[src/rtl/vrmc_pkg.sv]
package vrmc_pkg;

  // Width of the per-ray step counter.
  localparam int unsigned STEP_COUNT_BITS = 12;

  typedef logic [STEP_COUNT_BITS-1:0] cnt_t;

  // Largest value the step counter can hold.
  localparam cnt_t CNT_MAX = '1;

  // Transmittance of 1.0 in Q1.23.
  localparam logic [23:0] T_ONE = 24'd8388608;

  // 1.0 in Q1.30 and ln 2 in Q0.30 for the exponential unit.
  localparam logic [30:0] Q30_ONE = 31'd1073741824;
  localparam logic [29:0] LN2_Q30 = 30'd744261118;

  // Exponent arguments at or above 24 * ln 2 give a factor of zero.
  localparam logic [34:0] X_ZERO_DT = 35'd17862266832;

  // Number of terms of the exponential series.
  localparam logic [3:0] EXP_TERMS = 4'd11;

  // Configuration register indexes.
  typedef enum logic [1:0] {
    CFG_STEP_SIZE  = 2'd0,
    CFG_MAX_STEPS  = 2'd1,
    CFG_CUTOFF     = 2'd2
  } cfg_idx_e;

  // Reasons a ray ends.
  typedef enum logic [1:0] {
    CAUSE_STEP_LIMIT = 2'd0,
    CAUSE_CUTOFF     = 2'd1,
    CAUSE_HOLDOUT    = 2'd2
  } cause_e;

  // One march sample.
  typedef struct packed {
    logic        first_sample;
    logic        holdout_hit;
    logic [15:0] extinction;
    logic [15:0] scatter_density;
    logic [15:0] emit_density;
    logic [15:0] emit_red;
    logic [15:0] emit_green;
    logic [15:0] emit_blue;
    logic [15:0] lit_red;
    logic [15:0] lit_green;
    logic [15:0] lit_blue;
  } in_t;

  // One finished pixel.
  typedef struct packed {
    logic [15:0] pixel_red;
    logic [15:0] pixel_green;
    logic [15:0] pixel_blue;
    logic [15:0] pixel_alpha;
    logic [1:0]  end_cause;
  } out_t;

  // Configuration registers.
  typedef struct packed {
    logic [15:0] step_size;
    logic [11:0] max_steps;
    logic [23:0] cutoff;
  } cfg_t;

  // A classified sample as it waits between the front and the back.
  typedef struct packed {
    in_t         item;
    logic [16:0] density_sum;
  } work_t;

  // Reciprocal ceil(2^34 / m) for the series divisors two to eleven.
  function automatic logic [33:0] recip(input logic [3:0] m);
    logic [33:0] r;
    case (m)
      4'd2:    r = 34'd8589934592;
      4'd3:    r = 34'd5726623062;
      4'd4:    r = 34'd4294967296;
      4'd5:    r = 34'd3435973837;
      4'd6:    r = 34'd2863311531;
      4'd7:    r = 34'd2454267027;
      4'd8:    r = 34'd2147483648;
      4'd9:    r = 34'd1908874354;
      4'd10:   r = 34'd1717986919;
      4'd11:   r = 34'd1561806290;
      default: r = 34'd0;
    endcase
    return r;
  endfunction

endpackage

[src/rtl/vrmc_front.sv]
module vrmc_front (
  input  logic            clk_i,
  input  logic            rst_ni,
  input  logic            push,
  output logic            full,
  input  vrmc_pkg::in_t   in_i,
  output logic            head_valid_o,
  output vrmc_pkg::work_t head_o,
  input  logic            deq_i
);

  vrmc_pkg::work_t ent_q [2];
  logic            wr_q, wr_d;
  logic            rd_q, rd_d;
  logic [1:0]      cnt_q, cnt_d;
  logic            enq;
  vrmc_pkg::work_t new_w;

  // Classify the incoming sample: its total density decides the composite path.
  always_comb begin
    new_w.item        = in_i;
    new_w.density_sum = {1'b0, in_i.scatter_density} + {1'b0, in_i.emit_density};
  end

  assign full         = (cnt_q == 2'd2);
  assign enq          = push && !full;
  assign head_valid_o = (cnt_q != 2'd0);
  assign head_o       = ent_q[rd_q];

  // Pointer and fill count of the two-entry queue.
  always_comb begin
    wr_d  = wr_q;
    rd_d  = rd_q;
    cnt_d = cnt_q;
    if (enq) begin
      wr_d = ~wr_q;
    end
    if (deq_i) begin
      rd_d = ~rd_q;
    end
    if (enq && !deq_i) begin
      cnt_d = cnt_q + 2'd1;
    end else if (!enq && deq_i) begin
      cnt_d = cnt_q - 2'd1;
    end
  end

  always_ff @(posedge clk_i or negedge rst_ni) begin
    if (!rst_ni) begin
      wr_q  <= 1'b0;
      rd_q  <= 1'b0;
      cnt_q <= 2'd0;
    end else begin
      wr_q  <= wr_d;
      rd_q  <= rd_d;
      cnt_q <= cnt_d;
    end
  end

  // Queue storage.
  always_ff @(posedge clk_i) begin
    if (enq) begin
      ent_q[wr_q] <= new_w;
    end
  end

endmodule

[src/rtl/vrmc_back.sv]
module vrmc_back (
  input  logic            clk_i,
  input  logic            rst_ni,
  input  vrmc_pkg::cfg_t  cfg_i,
  input  logic            head_valid_i,
  input  vrmc_pkg::work_t head_i,
  output logic            deq_o,
  output logic            out_valid_o,
  output vrmc_pkg::out_t  out_o,
  input  logic            pop_i
);

  typedef enum logic [20:0] {
    ST_IDLE  = 21'd1,
    ST_CHECK = 21'd2,
    ST_MULA  = 21'd4,
    ST_MULX  = 21'd8,
    ST_XLOAD = 21'd16,
    ST_RED   = 21'd32,
    ST_EXP0  = 21'd64,
    ST_EXP1  = 21'd128,
    ST_EXP2  = 21'd256,
    ST_EXP3  = 21'd512,
    ST_DT    = 21'd1024,
    ST_WMUL  = 21'd2048,
    ST_WLOAD = 21'd4096,
    ST_NUM0  = 21'd8192,
    ST_NUM1  = 21'd16384,
    ST_NUM2  = 21'd32768,
    ST_DIV   = 21'd65536,
    ST_ACCM  = 21'd131072,
    ST_ACC   = 21'd262144,
    ST_TMUL  = 21'd524288,
    ST_TFIN  = 21'd1048576
  } state_e;

  state_e           st_q, st_d;

  // Ray state.
  logic [23:0]      t_ray_q;
  logic [15:0]      sum_q [3];
  vrmc_pkg::cnt_t   cnt_q;
  logic             active_q;

  // Result buffer.
  logic             out_valid_q;
  vrmc_pkg::out_t   out_q;

  // Datapath registers.
  vrmc_pkg::work_t  item_q;
  logic [63:0]      mul_q;
  logic [34:0]      r_q;
  logic [4:0]       n_q;
  logic [2:0]       bit_q;
  logic [3:0]       m_q;
  logic [29:0]      v_q;
  logic [46:0]      pl_q;
  logic [30:0]      t_q;
  logic [23:0]      dt_q;
  logic [23:0]      w_q;
  logic [1:0]       ch_q;
  logic [31:0]      num_q;
  logic [32:0]      rem_q;
  logic [15:0]      quo_q;
  logic [3:0]       dbit_q;

  // Shared multiplier operands.
  logic [31:0]      mul_a, mul_b;

  logic             fs;
  logic             eff_active;
  logic [23:0]      eff_t;
  vrmc_pkg::cnt_t   eff_cnt;
  vrmc_pkg::cnt_t   lim;
  vrmc_pkg::cnt_t   cnt_inc;
  logic [38:0]      x_val;
  logic             x_big;
  logic [34:0]      red_sh;
  logic [33:0]      rcp;
  logic [64:0]      exp_sum;
  logic [29:0]      exp_quo;
  logic [5:0]       dt_shamt;
  logic [23:0]      dt_calc;
  logic [15:0]      col_e, col_s;
  logic [32:0]      div_sh;
  logic [16:0]      acc_add;
  logic [17:0]      acc_sum;
  logic [15:0]      acc_sat;
  logic [23:0]      t_new;

  logic             fin_en;
  vrmc_pkg::cause_e fin_cause;
  logic [23:0]      fin_t;
  logic             fin_clr;
  logic [23:0]      fin_diff;
  logic [15:0]      fin_alpha;

  // Values the checks see once a first sample has restarted the ray.
  assign fs         = item_q.item.first_sample;
  assign eff_active = fs || active_q;
  assign eff_t      = fs ? vrmc_pkg::T_ONE : t_ray_q;
  assign eff_cnt    = fs ? '0 : cnt_q;
  assign cnt_inc    = cnt_q + vrmc_pkg::cnt_t'(1);

  // Step limit, clipped to what the counter can hold.
  assign lim = (17'(cfg_i.max_steps) > 17'(vrmc_pkg::CNT_MAX)) ?
               vrmc_pkg::CNT_MAX : vrmc_pkg::cnt_t'(cfg_i.max_steps);

  // Exponent argument and its range reduction by ln 2.
  assign x_val  = mul_q[48:10];
  assign x_big  = (x_val >= 39'(vrmc_pkg::X_ZERO_DT));
  assign red_sh = 35'(vrmc_pkg::LN2_Q30) << bit_q;

  // Series term divide by m through a two-part reciprocal product.
  assign rcp     = vrmc_pkg::recip(m_q);
  assign exp_sum = 65'({mul_q[46:0], 17'd0}) + 65'(pl_q);
  assign exp_quo = exp_sum[63:34];

  // Scale the series result back by 2^n into Q1.23.
  assign dt_shamt = {1'b0, n_q} + 6'd7;
  assign dt_calc  = 24'(t_q >> dt_shamt);

  // Colour pair of the channel in work.
  always_comb begin
    case (ch_q)
      2'd0: begin
        col_e = item_q.item.emit_red;
        col_s = item_q.item.lit_red;
      end
      2'd1: begin
        col_e = item_q.item.emit_green;
        col_s = item_q.item.lit_green;
      end
      2'd2: begin
        col_e = item_q.item.emit_blue;
        col_s = item_q.item.lit_blue;
      end
      default: begin
        col_e = 16'd0;
        col_s = 16'd0;
      end
    endcase
  end

  // Weighted mean divide, one quotient bit a cycle.
  assign div_sh = 33'(item_q.density_sum) << dbit_q;

  // Saturating radiance accumulate.
  assign acc_add = mul_q[39:23];
  assign acc_sum = 18'(sum_q[ch_q]) + 18'(acc_add);
  assign acc_sat = (acc_sum > 18'd65535) ? 16'hFFFF : acc_sum[15:0];

  assign t_new = mul_q[46:23];

  // Sequencer: state, multiplier operands and ray end decisions.
  always_comb begin
    st_d      = st_q;
    deq_o     = 1'b0;
    mul_a     = 32'd0;
    mul_b     = 32'd0;
    fin_en    = 1'b0;
    fin_cause = vrmc_pkg::CAUSE_STEP_LIMIT;
    fin_t     = t_ray_q;
    case (st_q)
      ST_IDLE: begin
        if (head_valid_i && !out_valid_q) begin
          deq_o = 1'b1;
          st_d  = ST_CHECK;
        end
      end
      ST_CHECK: begin
        fin_t = eff_t;
        st_d  = ST_IDLE;
        if (!eff_active) begin
          st_d = ST_IDLE;
        end else if (eff_t <= cfg_i.cutoff) begin
          fin_en    = 1'b1;
          fin_cause = vrmc_pkg::CAUSE_CUTOFF;
        end else if (eff_cnt >= lim) begin
          fin_en    = 1'b1;
          fin_cause = vrmc_pkg::CAUSE_STEP_LIMIT;
        end else if (item_q.item.holdout_hit) begin
          fin_en    = 1'b1;
          fin_cause = vrmc_pkg::CAUSE_HOLDOUT;
        end else begin
          st_d = ST_MULA;
        end
      end
      ST_MULA: begin
        mul_a = {16'd0, item_q.item.extinction};
        mul_b = {16'd0, cfg_i.step_size};
        st_d  = ST_MULX;
      end
      ST_MULX: begin
        mul_a = mul_q[31:0];
        mul_b = {15'd0, item_q.density_sum};
        st_d  = ST_XLOAD;
      end
      ST_XLOAD: begin
        st_d = x_big ? ST_WMUL : ST_RED;
      end
      ST_RED: begin
        if (bit_q == 3'd0) begin
          st_d = ST_EXP0;
        end
      end
      ST_EXP0: begin
        mul_a = {2'd0, r_q[29:0]};
        mul_b = {1'b0, t_q};
        st_d  = ST_EXP1;
      end
      ST_EXP1: begin
        if (m_q == 4'd1) begin
          st_d = ST_DT;
        end else begin
          mul_a = {2'd0, mul_q[59:30]};
          mul_b = {15'd0, rcp[16:0]};
          st_d  = ST_EXP2;
        end
      end
      ST_EXP2: begin
        mul_a = {2'd0, v_q};
        mul_b = {15'd0, rcp[33:17]};
        st_d  = ST_EXP3;
      end
      ST_EXP3: begin
        st_d = ST_EXP0;
      end
      ST_DT: begin
        st_d = ST_WMUL;
      end
      ST_WMUL: begin
        if (item_q.density_sum == 17'd0) begin
          st_d = ST_TMUL;
        end else begin
          mul_a = {8'd0, t_ray_q};
          mul_b = {8'd0, vrmc_pkg::T_ONE - dt_q};
          st_d  = ST_WLOAD;
        end
      end
      ST_WLOAD: begin
        st_d = ST_NUM0;
      end
      ST_NUM0: begin
        mul_a = {16'd0, item_q.item.emit_density};
        mul_b = {16'd0, col_e};
        st_d  = ST_NUM1;
      end
      ST_NUM1: begin
        mul_a = {16'd0, item_q.item.scatter_density};
        mul_b = {16'd0, col_s};
        st_d  = ST_NUM2;
      end
      ST_NUM2: begin
        st_d = ST_DIV;
      end
      ST_DIV: begin
        if (dbit_q == 4'd0) begin
          st_d = ST_ACCM;
        end
      end
      ST_ACCM: begin
        mul_a = {8'd0, w_q};
        mul_b = {16'd0, quo_q};
        st_d  = ST_ACC;
      end
      ST_ACC: begin
        st_d = (ch_q == 2'd2) ? ST_TMUL : ST_NUM0;
      end
      ST_TMUL: begin
        mul_a = {8'd0, t_ray_q};
        mul_b = {8'd0, dt_q};
        st_d  = ST_TFIN;
      end
      ST_TFIN: begin
        fin_t = t_new;
        st_d  = ST_IDLE;
        if (t_new <= cfg_i.cutoff) begin
          fin_en    = 1'b1;
          fin_cause = vrmc_pkg::CAUSE_CUTOFF;
        end else if (cnt_inc >= lim) begin
          fin_en    = 1'b1;
          fin_cause = vrmc_pkg::CAUSE_STEP_LIMIT;
        end
      end
      default: begin
        st_d = ST_IDLE;
      end
    endcase
  end

  // Pixel values of a ray that ends now.
  assign fin_clr   = (st_q == ST_CHECK) && fs;
  assign fin_diff  = vrmc_pkg::T_ONE - fin_t;
  assign fin_alpha = fin_diff[23] ? 16'hFFFF : fin_diff[22:7];

  // Control and ray state.
  always_ff @(posedge clk_i or negedge rst_ni) begin
    if (!rst_ni) begin
      st_q        <= ST_IDLE;
      active_q    <= 1'b0;
      t_ray_q     <= vrmc_pkg::T_ONE;
      sum_q[0]    <= 16'd0;
      sum_q[1]    <= 16'd0;
      sum_q[2]    <= 16'd0;
      cnt_q       <= '0;
      out_valid_q <= 1'b0;
    end else begin
      st_q <= st_d;
      if (fin_clr) begin
        t_ray_q  <= vrmc_pkg::T_ONE;
        sum_q[0] <= 16'd0;
        sum_q[1] <= 16'd0;
        sum_q[2] <= 16'd0;
        cnt_q    <= '0;
        active_q <= 1'b1;
      end
      if (st_q == ST_ACC) begin
        sum_q[ch_q] <= acc_sat;
      end
      if (st_q == ST_TFIN) begin
        t_ray_q <= t_new;
        cnt_q   <= cnt_inc;
      end
      if (fin_en) begin
        active_q    <= 1'b0;
        out_valid_q <= 1'b1;
      end else if (pop_i && out_valid_q) begin
        out_valid_q <= 1'b0;
      end
    end
  end

  // Arithmetic registers.
  always_ff @(posedge clk_i) begin
    mul_q <= mul_a * mul_b;
    if (deq_o) begin
      item_q <= head_i;
    end
    if (fin_en) begin
      out_q.pixel_red   <= fin_clr ? 16'd0 : sum_q[0];
      out_q.pixel_green <= fin_clr ? 16'd0 : sum_q[1];
      out_q.pixel_blue  <= fin_clr ? 16'd0 : sum_q[2];
      out_q.pixel_alpha <= fin_alpha;
      out_q.end_cause   <= fin_cause;
    end
    case (st_q)
      ST_XLOAD: begin
        if (x_big) begin
          dt_q <= 24'd0;
        end else begin
          r_q   <= x_val[34:0];
          n_q   <= 5'd0;
          bit_q <= 3'd4;
        end
      end
      ST_RED: begin
        if (r_q >= red_sh) begin
          r_q        <= r_q - red_sh;
          n_q[bit_q] <= 1'b1;
        end
        bit_q <= bit_q - 3'd1;
        if (bit_q == 3'd0) begin
          m_q <= vrmc_pkg::EXP_TERMS;
          t_q <= vrmc_pkg::Q30_ONE;
        end
      end
      ST_EXP1: begin
        if (m_q == 4'd1) begin
          t_q <= vrmc_pkg::Q30_ONE - {1'b0, mul_q[59:30]};
        end else begin
          v_q <= mul_q[59:30];
        end
      end
      ST_EXP2: begin
        pl_q <= mul_q[46:0];
      end
      ST_EXP3: begin
        t_q <= vrmc_pkg::Q30_ONE - {1'b0, exp_quo};
        m_q <= m_q - 4'd1;
      end
      ST_DT: begin
        dt_q <= dt_calc;
      end
      ST_WLOAD: begin
        w_q  <= mul_q[46:23];
        ch_q <= 2'd0;
      end
      ST_NUM1: begin
        num_q <= mul_q[31:0];
      end
      ST_NUM2: begin
        rem_q  <= 33'(num_q) + 33'(mul_q[31:0]);
        quo_q  <= 16'd0;
        dbit_q <= 4'd15;
      end
      ST_DIV: begin
        if (rem_q >= div_sh) begin
          rem_q         <= rem_q - div_sh;
          quo_q[dbit_q] <= 1'b1;
        end
        dbit_q <= dbit_q - 4'd1;
      end
      ST_ACC: begin
        ch_q <= ch_q + 2'd1;
      end
      default: begin
      end
    endcase
  end

  assign out_valid_o = out_valid_q;
  assign out_o       = out_q;

endmodule

[src/rtl/volume_ray_march_compositor_top.sv]
// In the back sequencer, a sample that composites runs the eleven-term exponential series
// and the three 16-step mean divides on one shared multiplier; one whose decay factor
// underflows to zero skips the series, a zero-density sample skips the mean divides, and
// an ignored sample or one that ends its ray at the check goes no further than the check.
// A result is registered once its sample finishes; the front queue holds two items.
// Reset clears the queue, the result buffer and the ray, and loads the register defaults.
module volume_ray_march_compositor_top (
  input  logic           clk_i,
  input  logic           rst_ni,
  input  logic           push,
  output logic           full,
  input  vrmc_pkg::in_t  in_i,
  output logic           empty,
  input  logic           pop,
  output vrmc_pkg::out_t out_o,
  input  logic           cfg_we_i,
  input  logic [1:0]     cfg_idx_i,
  input  logic [23:0]    cfg_data_i
);

  vrmc_pkg::cfg_t  cfg_q;
  logic            head_valid;
  vrmc_pkg::work_t head;
  logic            deq;
  logic            out_valid;

  // Configuration registers.
  always_ff @(posedge clk_i or negedge rst_ni) begin
    if (!rst_ni) begin
      cfg_q.step_size <= 16'd6554;
      cfg_q.max_steps <= 12'd150;
      cfg_q.cutoff    <= 24'd8;
    end else if (cfg_we_i) begin
      case (cfg_idx_i)
        vrmc_pkg::CFG_STEP_SIZE: cfg_q.step_size <= cfg_data_i[15:0];
        vrmc_pkg::CFG_MAX_STEPS: cfg_q.max_steps <= cfg_data_i[11:0];
        vrmc_pkg::CFG_CUTOFF:    cfg_q.cutoff    <= cfg_data_i;
        default: begin
        end
      endcase
    end
  end

  // Input queue and classification.
  vrmc_front u_front (
    .clk_i        (clk_i),
    .rst_ni       (rst_ni),
    .push         (push),
    .full         (full),
    .in_i         (in_i),
    .head_valid_o (head_valid),
    .head_o       (head),
    .deq_i        (deq)
  );

  // Compositing sequencer with its result buffer.
  vrmc_back u_back (
    .clk_i        (clk_i),
    .rst_ni       (rst_ni),
    .cfg_i        (cfg_q),
    .head_valid_i (head_valid),
    .head_i       (head),
    .deq_o        (deq),
    .out_valid_o  (out_valid),
    .out_o        (out_o),
    .pop_i        (pop)
  );

  assign empty = !out_valid;

endmodule
[config.mk]
export PLATFORM = sky130hd
export DESIGN_NAME = volume_ray_march_compositor_top
export DESIGN_NICKNAME = d
export VERILOG_FILES = /design/src/rtl/vrmc_pkg.sv /design/src/rtl/vrmc_front.sv /design/src/rtl/vrmc_back.sv /design/src/rtl/volume_ray_march_compositor_top.sv
export SDC_FILE = /design/constraint.sdc
export NUM_CORES = 2
export LEC_CHECK = 0
export CORE_MARGIN = 8
export CORE_UTILIZATION = 60
export DETAILED_ROUTE_END_ITERATION = 8
export DONT_BUFFER_PORTS = 1
export GPL_TIMING_DRIVEN = 0
export PLACE_DENSITY = 0.76
export REMOVE_ABC_BUFFERS = 1
export SYNTH_ARGS = -nofsm -noshare
export SYNTH_HDL_FRONTEND = slang
export SYNTH_SLANG_ARGS = --single-unit
[constraint.sdc]
create_clock -name clk_i -period 17.35 [get_ports clk_i]
set_clock_uncertainty 0.1 [all_clocks]
set_input_delay 0.8675 -clock clk_i [delete_from_list [all_inputs] [get_ports clk_i]]
set_output_delay 0.8675 -clock clk_i [all_outputs]
set_load 0.005 [all_outputs]
==> results.sh <==
export IMPL_critical_path_class="reg2reg"
export IMPL_final_cell_mix="inv_1, fa_1, nand2_1"
export IMPL_die_area_sq_um=154000
export IMPL_max_slew_margin=-0.0661
export IMPL_end_kind="flip-flop"
export IMPL_fin_nets=9602
export IMPL_holdCritPathClass="in2async"
export IMPL_violations="design-rule violations, max-capacitance violations, max-slew violations"
export IMPL_max_cap_violations=1
export IMPL_slowest_delay_ns=1.06
export IMPL_clkTransAtPathRegs_ns=0.06
export IMPL_area_delta_synth_final_pct=9.55
export IMPL_critPathMaxFanout=34
export IMPL_worstSkewPairLatency_ns=0.77
export IMPL_coreArea_sq_um=141000
export IMPL_cp_start_kind="flip-flop"
export IMPL_multi_input_area_sq_um=49500
export IMPL_post_cts_repair_setup_buffers=0
export IMPL_p_int_mw=5.32
export IMPL_seqPwrFrac=0.487
export IMPL_synth_edf_count=828
export IMPL_setup_slack_ns=3.24
export IMPL_h_tree_depth=3
export IMPL_place_congestion=1.00
export IMPL_reg2reg_slack_ns=3.24
export IMPL_power_density_nw_per_um2=80.1
export IMPL_synth_top_cell_by_area="edfxtp_1"
export IMPL_ir_drop_mv=0.152
export IMPL_grt_usage=0.347
export IMPL_ctsResizeCount=0
export IMPL_synth_cell_types=104
export IMPL_synth_top_cells_by_area="edfxtp_1, fa_1, ha_1"
export IMPL_numCtsBuffers=112
export IMPL_drt_iter0_drc=7717
export IMPL_grt_max_degree=164
export IMPL_avgSynthCellArea_sq_um=10.4
export IMPL_fin_crit_sh=0.814
export IMPL_fillerInstances=10700
export IMPL_die_x_um=392
export IMPL_wirelength_um=268000
export IMPL_final_common_cell="inv_1"
export IMPL_num_rows=138
export IMPL_first_pass_iters=9
export IMPL_netSwitchingPower_mw=2.13
export IMPL_start_util=0.602
export IMPL_power_frac_comb=0.177
export IMPL_num_vias=63400
export IMPL_hold_viol=0
export IMPL_cts_root_buf="clkbuf_16"
export IMPL_power_leakage_nw=40.4
export IMPL_ys_warn_count=0
export IMPL_synth_top_cell_area_share=0.293
export IMPL_antenna_left=0
export IMPL_ys_async_sr_fraction=0.152
export IMPL_setup_viol=0
export IMPL_synthCells=8141
export IMPL_avgViaCountPerCell=6.29
export IMPL_power_frac_clock=0.336
export IMPL_dp_hpwl_um=205000
export IMPL_drc=2
export IMPL_clk_path_buf_depth=3
export IMPL_crit_required_ns=17.92
export IMPL_switching_share=0.286
export IMPL_grt_pass1_vias=63900
export IMPL_cts_tree="done"
export IMPL_max_freq_mhz=70.8
export IMPL_ctsHoldBuffers=1
export IMPL_yosysSeqAreaShare=0.361
export IMPL_grt_pass1_wl_um=400000
export IMPL_cp_slowest_cell="nand4b_1"
export IMPL_die_h_um=392
export IMPL_arrival_ns=14.69
export IMPL_drv_slew=14
export IMPL_netlist_area_sq_um=84900
export IMPL_rsz0062_at_grt="false"
export IMPL_io_pins=245
export IMPL_drive_above_1_share=0.0910
export IMPL_synth_seq_cells=1074
export IMPL_numClockSinks=1074
export IMPL_setup_tns_ns=0
export IMPL_grt_antenna_before_repair=28
export IMPL_port_buffers=0
export IMPL_path_common_cell="fa_1"
export IMPL_status="finished, violations left"
export IMPL_dpl_worst_slack_ns=3.49
export IMPL_grt_overflow_total=0
export IMPL_ys_flop_type="edfxtp_1"
export IMPL_regArea_sq_um=30600
export IMPL_fin_crit_ns=14.11
export IMPL_wire_per_inst_um=26.6
export IMPL_power_total_mw=7.45
export IMPL_tightest_slew_ns=1.60
per-stage QoR:
stage               instance area, sq um  instances  utilization  hold slack (ns)
global route                       93000      10100        0.659           0.0618
floorplan                          83500       7785            -            0.321
finish                             93000      10100        0.660           0.0129
CTS                                92900      10000        0.658           0.0453
global placement                   85900       9675        0.609            0.366
detailed placement                 89000       9812        0.631            0.364
final timing paths:
path,startpoint,endpoint,depth (start not counted)
setup / recovery,u_back.st_q[8],u_back.mul_q[52],35
hold / removal,rst_ni,u_front.wr_q,1
setup reg to reg,u_back.st_q[8],u_back.mul_q[52],35
hold reg to reg,u_back.mul_q[59],u_back.v_q[29],0
max in group asynchronous,rst_ni,u_back.t_ray_q[16],1
min in group clk_i,in_i[103],u_front.ent_q[0][120],0
flip-flops by register name, indices dropped and copies added (netlist names), 33 cells and up:
signal and count:
u_front.ent_q 326, u_back.item_q 162, u_back.out_o 66, u_back.mul_q 60
cfg_q 52, u_back.sum_q 48, u_back.r_q 35, u_back.rem_q 33
final cells by class:
type | instances | share of cell area
clock inverter | 73 | 0.00909
inverter | 1103 | 0.0445
timing repair buffer | 141 | 0.0263
multi-input combinational | 5608 | 0.532
clock buffer | 140 | 0.0322
tap | 1890 | 0.0254
sequential | 1074 | 0.329
antenna | 38 | 0.00102
power groups by stage:
stage	sequential, mW	combinational [mW]	clock (mW)
CTS	3.62	1.31	2.52
global route	3.66	1.42	2.61
global placement	3.89	1.15	0
detailed placement	3.67	1.29	0
floorplan	3.70	0.847	0
finish	3.63	1.32	2.50
Yosys cell counts (all sizes together), types with 103 or more instances:
cell / count
a21o: 114
xnor2: 146
nor2: 834
mux2: 229
o21ai: 306
nand3: 103
edfxtp: 828
clkbuf: 326
xor2: 105
a21oi: 281
dfrtp: 149
fa: 867
nand2: 836
ha: 518
inv: 1099
worst max-delay path: cells and delay by family (launching register included):
kind	cells	cell delay, ns
and+or+nand+nor	9	4.19
AOI/OAI and AO/OA	11	3.46
adders and majority gates	9	4.41
xor gates and xnor gates	1	0.16
buffers and inverters	5	1.25
DFF	1	0.42
per-layer routing:
metal  routed length, um  global-route usage  up-vias
li1                    -                   -    27200
met1              101000               0.464    31600
met2              117000               0.516     3746
met3               34200               0.102      803
met4               16700               0.181        4
met5                  33                   0        -
kinds of logic (layout without fill, tap and decap cells):
logic type / after synthesis / count (layout) / share of synthesized area
AO/OA/AOI/OAI: 1249 / 1249 / 0.0974
XOR/XNOR: 251 / 251 / 0.0260
flip-flops: 1074 / 1074 / 0.361
other: 2 / 61 / 0.0000884
buffers and inverters: 1480 / 1457 / 0.0661
adder cells (fa/ha/maj): 1385 / 1385 / 0.281
multiplexers: 304 / 304 / 0.0419
AND/OR/NAND/NOR: 2396 / 2396 / 0.127
No activity file was read; power rests on OpenSTA's default activity.
